## config.mk

```make
export PLATFORM = sky130hd
export DESIGN_NAME = aesm_divider
export DESIGN_NICKNAME = d
export VERILOG_FILES = /design/src/rtl/assert_macros.svh /design/src/rtl/aesm_divider.sv
export SDC_FILE = /design/constraint.sdc
export NUM_CORES = 1
export LEC_CHECK = 0
export ABC_AREA = 1
export BUFFER_PORTS_ARGS = -buffer_cell sky130_fd_sc_hd__buf_2
export CAP_MARGIN = 20
export CORE_MARGIN = 1.5
export CORE_UTILIZATION = 40
export CTS_CLUSTER_DIAMETER = 120
export DETAILED_ROUTE_END_ITERATION = 8
export SYNTH_ARGS = -nofsm -noshare
export SYNTH_HDL_FRONTEND = slang
export SYNTH_SLANG_ARGS = --single-unit
export TNS_END_PERCENT = 1
```

## constraint.sdc

```tcl
create_clock -name clk -period 8.94 [get_ports clk]
set_input_delay 1.341 -clock clk [delete_from_list [all_inputs] [get_ports clk]]
set_output_delay 1.341 -clock clk [all_outputs]
set_load 0.05 [all_outputs]
```

## src/rtl/assert_macros.svh

```systemverilog
// Assertion macros shared by the RTL of the arithmetic encoder.
// Each macro collapses to nothing when ASSERT_OFF is defined.
`ifndef ASSERT_MACROS_SVH
`define ASSERT_MACROS_SVH
`ifndef ASSERT_OFF
`define ASSERT_IMPLIES(label, clk, rst, a, c) \
  label: assert property (@(posedge clk) disable iff (rst) (a) |-> (c)) else $error("assert");
`define ASSERT_NEXT(label, clk, rst, a, c) \
  label: assert property (@(posedge clk) disable iff (rst) (a) |=> (c)) else $error("assert");
`else
`define ASSERT_IMPLIES(label, clk, rst, a, c)
`define ASSERT_NEXT(label, clk, rst, a, c)
`endif
`endif

```

## src/rtl/aesm_divider.sv

```systemverilog
// Restoring divider, one quotient bit per cycle.
// Depends on nothing.
module aesm_divider #(
  parameter int NW = 48,
  parameter int DW = 14
) (
  input  logic          clk,
  input  logic          rst,
  input  logic          start,
  input  logic [NW-1:0] num,
  input  logic [DW-1:0] den,
  output logic          done,
  output logic [NW-1:0] quo
);
  localparam int CW = $clog2(NW + 1);
  logic [NW-1:0] q;
  logic [DW:0]   rem;
  logic [CW-1:0] cnt;
  logic          busy;
  logic [DW+1:0] trial;

  assign trial = {rem, q[NW-1]} - {2'b00, den};
  assign quo = q;

  // Shift one numerator bit into the remainder each cycle while busy.
  always_ff @(posedge clk) begin
    if (rst) begin
      busy <= 1'b0;
      done <= 1'b0;
      cnt  <= '0;
    end else begin
      done <= 1'b0;
      if (start) begin
        busy <= 1'b1;
        q    <= num;
        rem  <= '0;
        cnt  <= CW'(NW);
      end else if (busy) begin
        if (!trial[DW+1]) begin
          rem <= trial[DW:0];
          q   <= {q[NW-2:0], 1'b1};
        end else begin
          rem <= {rem[DW-1:0], q[NW-1]};
          q   <= {q[NW-2:0], 1'b0};
        end
        cnt <= cnt - 1'b1;
        if (cnt == CW'(1)) begin
          busy <= 1'b0;
          done <= 1'b1;
        end
      end
    end
  end
endmodule

```

# Word level (Yosys, flattened, before mapping)
# Cells that the tools add are included.
# word_totals
regBits,71
in_bits,65
elab_cells,26
# classes
addsub,2
n_eq_ne,1
mux,11
bitwise,2
n_reduce_logical,4
# ops
op,n
two-way mux 48 bit,2
two-way mux 15 bit,2
subtractor 16 x 14 -> 16 bit,1
two-way mux 6 bit,2
"equality test 6 x 1 -> 1 bit, second input constant",1
"subtractor 6 x 1 -> 6 bit, second input constant",1
two-way mux 1 bit,5
OR reduction 3 bit,1
NOT 1 bit,2
AND reduction 2 bit,1
nonzero test 2 bit,1
OR reduction 2 bit,1

# Longest topological paths before layout
# Gate-level depths: netlist of run 1.
# logic_depth
word_depth,4
mapped_depth,15
mapped_depth_nobuf,14

# Least setup slack after synthesis of run 1
# OpenSTA, ideal clock, no wires.
# synth_timing
path_type,input port to flip-flop
start,in start
end,"reg q[0] (netlist: quo[0]), enable pin"
t_arrival_ns,4.702
required_time_ns,8.433
slack_ns,3.731
path_stages,3
path_buffers,1
path_cell_list,clkbuf_1 -> inv_1 -> a21oi_1
# synth_via
elab_chain_cells,2
# synth_rtl
item,line,text
from (decl),aesm_divider.sv:9,"input logic start,"
nonzero test 2 bit (no line),--,
AND reduction 2 bit (no line),--,
to (signal assigned),aesm_divider.sv:35,q <= num;
to (signal assigned),aesm_divider.sv:41,"q <= {q[NW-2:0], 1'b1};"
to (signal assigned),aesm_divider.sv:44,"q <= {q[NW-2:0], 1'b0};"
to (decl),aesm_divider.sv:16,logic [NW-1:0] q;
# Every way passes these cells.
# A chain may end at the register's enable or synchronous reset.

# Worst setup path in the final report of run 1
# layout_timing
start,in start
end,"reg q[13] (netlist: quo[13]), enable pin"
# The elaborated chain is that of the path after synthesis.

==> flow_metrics.env, run 1 <==
export IMPL_syn_avg_cell_area_um2=7.706
export IMPL_netlist_top_cells_area="edfxtp_1 (46%), nand2_1 (23%), inv_1 (5.8%)"
export IMPL_dr_pass1_iters=5
export IMPL_maxSlewHeadroom_pct=41.15
export IMPL_critPathTopFamily="buffers and inverters"
export IMPL_cp_end_kind="flop"
export IMPL_hold_viol=0
export IMPL_initialDrtViolationCount=177
export IMPL_worstMarginPinSlew_ns=0.8827
export IMPL_leakage_nw=2.619
export IMPL_synth_most_common_cell="nand2_1"
export IMPL_globalRouteOverflowTotal=0
export IMPL_drv_cap=0
export IMPL_clock_root_buffer="clkbuf_8"
export IMPL_htree_levels=3
export IMPL_die_w_um=104.5
export IMPL_syn_inst=535
export IMPL_synth_area_mm2=0.004123
export IMPL_grt_pass1_vias=3525
export IMPL_start_util_pct=41.79
export IMPL_status="finished clean"
export IMPL_routed_via_density=4.562
export IMPL_syn_num_nets=617
export IMPL_area_growth_pct=21.15
export IMPL_critPathLaunchType="input port"
export IMPL_ys_seq_elements=71
export IMPL_rows=36
export IMPL_cts_hold_buffers_added=0
export IMPL_grt_pass1_wl_um=16300
export IMPL_synth_edff_count=63
export IMPL_clkTransAtPathRegs_ns=0.07
export IMPL_cts_buffers=9
export IMPL_worstPathArrival_ns=3.81
export IMPL_post_cts_buffers=0
export IMPL_insertion_delay_ns=0.35
export IMPL_pre_cts_slack_ns=4.365
export IMPL_required_ns=8.92
export IMPL_max_stage_delay_ns=0.74
export IMPL_avgRoutedWirePerCell_um=12.48
export IMPL_crit_chain="buf_2 -> inv_2 -> a21oi_4 -> buf_4"
export IMPL_fmax_ghz=0.2615
export IMPL_min_period_ns=3.824
export IMPL_maxSlewViolCount=0
export IMPL_core_mm2=0.009864
export IMPL_fin_crit_sh_pct=42.77
export IMPL_critical_path_class="input port to flop"
export IMPL_fin_ws_ns=5.116
export IMPL_synthArstFlopShare_pct=0
export IMPL_yosys_cell_types_count=29
export IMPL_ctsResizeCount=0
export IMPL_ys_warn_count=0
export IMPL_finalClockSkew_ns=0.006901
export IMPL_post_dp_cell_area_mm2=0.004795
export IMPL_cpMaxStageDelayCell="a21oi_4"
export IMPL_cts_sinks=71
export IMPL_dieHeight_um=104.5
export IMPL_layout_drive_gt1_share_pct=21.38
export IMPL_ant_nets=0
export IMPL_rsz0062_at_grt="no"
export IMPL_drc_errors=0
export IMPL_drt_wl_total_um=9769
export IMPL_grt_max_degree=67
export IMPL_io_pins=114
export IMPL_hold_start="cnt[0]$_SDFFE_PP0P_"
export IMPL_finalSetupViolations=0
export IMPL_dp_hpwl_um=7193
export IMPL_synth_top_flop_cell="edfxtp_1"
export IMPL_hold_path_class="flop to flop"
export IMPL_path_max_fanout=51
export IMPL_fin_nets=727
export IMPL_synthTopCellsByCount="nand2_1 (256), inv_1 (64), edfxtp_1 (63)"
export IMPL_place_gp_congestion=0.8906
export IMPL_antenna_found_initial=0
export IMPL_grt_total_usage_pct=18.61
export IMPL_tns_ns=0
export IMPL_r2r_start="rem[9]$_SDFFCE_PP0P_"
export IMPL_peakVddDrop_mv=0.1510
export IMPL_cp_buffers_inverters=3
export IMPL_tritoncts="done"
export IMPL_synth_area_leader_cell="edfxtp_1"
export IMPL_power_density_mw_per_mm2=178.5
export IMPL_synth_seq_area_share_pct=49.77
export IMPL_io_buffers=113
export IMPL_dieArea_mm2=0.01092
export IMPL_n_antenna_cell=0
export IMPL_clockBufferDepth=2
export IMPL_vias=3572
export IMPL_crit_start="start"
export IMPL_postLayoutCellArea_mm2=0.004995
export IMPL_netlist_area_leader_share_pct=45.89
export IMPL_post_route_util_pct=50.63
==> cell usage in the layout (no fill, tap or decap), types with 2 or more instances in the layout <==
cell      synthesis  routed
nor3_1            2       2
inv_1            64      63
clkbuf_1         11       2
nand4_1           4       4
ha_1             16      16
dfxtp_1           8       8
clkbuf_8          0       9
edfxtp_1         63      63
buf_2             3     113
nand3_1          19      19
nand2_2           5       5
and2_1            3       3
xor2_1            6       6
nand2_1         256     256
nor2_1           49      49
xnor2_1           3       3
clkinv_2          0       3
a21oi_1           9       8
==> worst paths after layout <==
path                            slack (ns)  cells past startpoint                   end
worst max-delay path                  5.12                      4     quo[13]$_DFFE_PP_
worst min-delay path                  0.51                      2   cnt[0]$_SDFFE_PP0P_
worst max register to register        6.66                     11  rem[1]$_SDFFCE_PP0P_
worst min register to register        0.51                      2   cnt[0]$_SDFFE_PP0P_
==> tightest hold or removal path: stages (launching register included) <==
cell     delay, ns
dfxtp_1       0.34
nand2_1       0.08
a21oi_1       0.05
==> report_power, final <==
group	internal [mW]	total, mW	switching [mW]
Combinational	0.0734	0.238	0.164
Sequential	0.394	0.411	0.0164
Clock	0.127	0.243	0.116
Total	0.594	0.891	0.297
==> logic make-up (layout without fill, tap and decap cells) <==
| family | after synthesis | after routing | share of synthesized area (%) |
|---|---|---|---|
| AND/OR/NAND/NOR | 343 | 343 | 33.17 |
| buffers and inverters | 80 | 195 | 7.739 |
| flip-flops | 71 | 71 | 49.77 |
| adder cells (fa/ha/maj) | 17 | 17 | 5.341 |
| AO/OA/AOI/OAI | 15 | 15 | 2.064 |
| XOR/XNOR | 9 | 9 | 1.912 |
==> cell type report <==
class                           instances  area [um^2]
Clock buffer                           11        131.4
Fill cell                            1016         4870
Timing Repair Buffer                  115        593.1
Multi-Input combinational cell        384         1763
Tap cell                              133        166.4
Clock inverter                          5        48.80
Sequential cell                        71         2052
Inverter                               64        240.2
==> stage by stage <==
| stage | hold slack, ns | power, mW | std cells |
|---|---|---|---|
| floorplan | 0.4566 | 0.5961 | 535 |
| CTS | 0.5123 | 0.8979 | 782 |
| detailed placement | 0.4987 | 0.6550 | 766 |
| global route | 0.5490 | 0.9448 | 783 |
| finish | 0.5126 | 0.8915 | 783 |
| global placement | 0.4745 | 0.6519 | 766 |
==> sequential cells by signal, indices dropped and copies added, names as in the netlist <==
| name | cells |
|---|---|
| quo | 48 |
| cnt | 6 |
| busy | 1 |
| rem | 15 |
| done | 1 |
==> metal layers <==
| layer | GRT usage [%] | part of all wire, % |
|---|---|---|
| met3 | 5.451 | 6.5 |
| met2 | 28.81 | 43 |
| met5 | 0 | 0 |
| met1 | 24.59 | 48 |
| met4 | 6.944 | 1.9 |
No activity file was read; power rests on OpenSTA's default activity.
==> run 2, diff against run 1 <==
Settings changed: PLACE_DENSITY set to 0.66.
Clock period 8.94 ns to 3.4 ns, I/O delays scaled along.
==> run 2 against run 1 <==
Effect of this change:
- total power grew to 2.6 times the previous value
- count of clock-buffer cells in the layout grew 4
- clock skew grew 0.0016 ns
- non-clock buffer count grew 1
- die area is the same
- hold slack lost 0.11 ns
- global-route usage shrank 0.20 points
- clock power grew to 2.7 times the previous value
- first-iteration DRC count shrank 5.6%
- via count grew 0.81%
- critical path depth grew 8
- utilization grew 0.14 points
- largest power group unchanged
==> flow_metrics.env, run 2 (synthesis results as in run 1) <==
export IMPL_leakage_nw=2.621
export IMPL_clkTransAtPathRegs_ns=0.07
export IMPL_drt_wl_total_um=9524
export IMPL_p_total_mw=2.353
export IMPL_mostFrequentLayoutCell="nand2_1"
export IMPL_fin_crit_sh_pct=63.37
export IMPL_fillerInstances=977
export IMPL_seq_area_mm2=0.002052
export IMPL_rows=36
export IMPL_worstPathArrival_ns=2.25
export IMPL_dieArea_mm2=0.01092
export IMPL_status="finished clean"
export IMPL_tritoncts="done"
export IMPL_finalClockSkew_ns=0.008479
export IMPL_rsz0062_at_grt="no"
export IMPL_dieHeight_um=104.5
export IMPL_placed_cells_incl_taps=768
export IMPL_min_period_ns=2.155
export IMPL_fmax_ghz=0.4641
export IMPL_initialDrtViolationCount=167
export IMPL_power_density_mw_per_mm2=469.9
export IMPL_dp_hpwl_um=7107
export IMPL_io_buffers=113
export IMPL_critPathLaunchType="flop"
export IMPL_dr_pass1_iters=6
export IMPL_finalSetupViolations=0
export IMPL_cts_sinks=71
export IMPL_io_pins=114
export IMPL_peakVddDrop_mv=0.2622
export IMPL_grt_total_usage_pct=18.41
export IMPL_start_util_pct=41.79
export IMPL_die_w_um=104.5
export IMPL_path_max_fanout=14
export IMPL_worstMarginPinSlew_ns=0.4782
export IMPL_critical_path_class="flop to flop"
export IMPL_drc_errors=0
export IMPL_ant_nets=0
export IMPL_avgRoutedWirePerCell_um=12.15
export IMPL_required_ns=3.49
export IMPL_grt_busiest_layer="met2"
export IMPL_multi_input_comb_area_mm2=0.001763
export IMPL_postLayoutCellArea_mm2=0.005009
export IMPL_globalRouteOverflowTotal=0
export IMPL_place_gp_congestion=0.9376
export IMPL_htree_levels=3
export IMPL_antenna_found_initial=0
export IMPL_area_growth_pct=21.49
export IMPL_hold_viol=0
export IMPL_clockBufferDepth=2
export IMPL_drv_cap=0
export IMPL_post_dp_cell_area_mm2=0.004822
export IMPL_hold_path_class="input port to flop"
export IMPL_vias=3601
export IMPL_pre_cts_slack_ns=1.052
export IMPL_post_cts_buffers=0
export IMPL_grtUsageMet2_pct=29.23
export IMPL_core_mm2=0.009864
export IMPL_ctsResizeCount=0
export IMPL_grt_max_degree=59
export IMPL_most_common_layout_cells="nand2_1 (256), buf_2 (113), inv_1 (63), edfxtp_1 (63), nor2_1 (49)"
export IMPL_finalNonFillerCells=784
export IMPL_largest_register_ff_count=48
export IMPL_grt_pass1_wl_um=15970
export IMPL_use_met1_pct=22.89
export IMPL_tns_ns=0
export IMPL_use_met3_pct=5.388
export IMPL_maxSlewViolCount=0
export IMPL_maxSlewHeadroom_pct=68.12
export IMPL_layout_drive_gt1_share_pct=21.20
export IMPL_n_antenna_cell=0
export IMPL_cp_end_kind="flop"
export IMPL_routed_via_density=4.593
export IMPL_fin_ws_ns=1.245
export IMPL_fin_nets=728
export IMPL_grt_pass1_vias=3478
export IMPL_insertion_delay_ns=0.34
export IMPL_cts_hold_buffers_added=0
export IMPL_clock_root_buffer="clkbuf_8"
export IMPL_cts_buffers=9
run 2: stage by stage:
stage / hold WS (ns) / utilization (%)
after floorplan: 0.4568 / -
after global placement: 0.4727 / 48.88
after detailed placement: 0.4833 / 48.88
after CTS: 0.3824 / 50.77
after global routing: 0.4100 / 50.77
final: 0.4073 / 50.77
run 2: layer usage:
layer,wire [um],part of all wire (%),vias up
li1,-,-,1886
met1,4330,45,1576
met2,4215,44,124
met3,773,8.1,15
met4,204,2.1,0
met5,0,0,-
run 2: where the power goes:
| group | internal, mW | switching, mW | total (mW) |
|---|---|---|---|
| clock network | 0.361 | 0.288 | 0.649 |
| registers | 1.04 | 0.0414 | 1.08 |
| logic | 0.194 | 0.433 | 0.627 |
run 2: path summary, 6_finish.rpt:
kind	from	end	slack [ns]	cells after the start
worst max-delay path	rem[1]$_SDFFCE_PP0P_	rem[1]$_SDFFCE_PP0P_	1.25	12
worst min-delay path	rst	cnt[4]$_SDFFE_PP0N_	0.41	2
worst max register to register	rem[1]$_SDFFCE_PP0P_	rem[1]$_SDFFCE_PP0P_	1.25	12
worst min register to register	cnt[0]$_SDFFE_PP0P_	cnt[0]$_SDFFE_PP0P_	0.49	2
run 2: area by class of cell:
| type | instances | share of cell area (%) |
|---|---|---|
| well taps | 133 | 3.323 |
| clock buffers | 15 | 3.123 |
| clock inverters | 1 | 0.5996 |
| multi-input cells | 384 | 35.20 |
| inverters | 64 | 4.796 |
| repair buffers | 116 | 11.99 |
| flip-flops and latches | 71 | 40.97 |
run 2: critical path: stages (launching register included):
cell and delay (ns):
edfxtp_1 0.42, ha_1 0.44, nand3_1 0.14, nand2_2 0.14
nand2_1 0.07, nand2_2 0.08, nand2_2 0.06, nand2_1 0.08
nand2_1 0.07, nand2_2 0.21, nand2_1 0.09, nand2_1 0.07
nor2_1 0.04
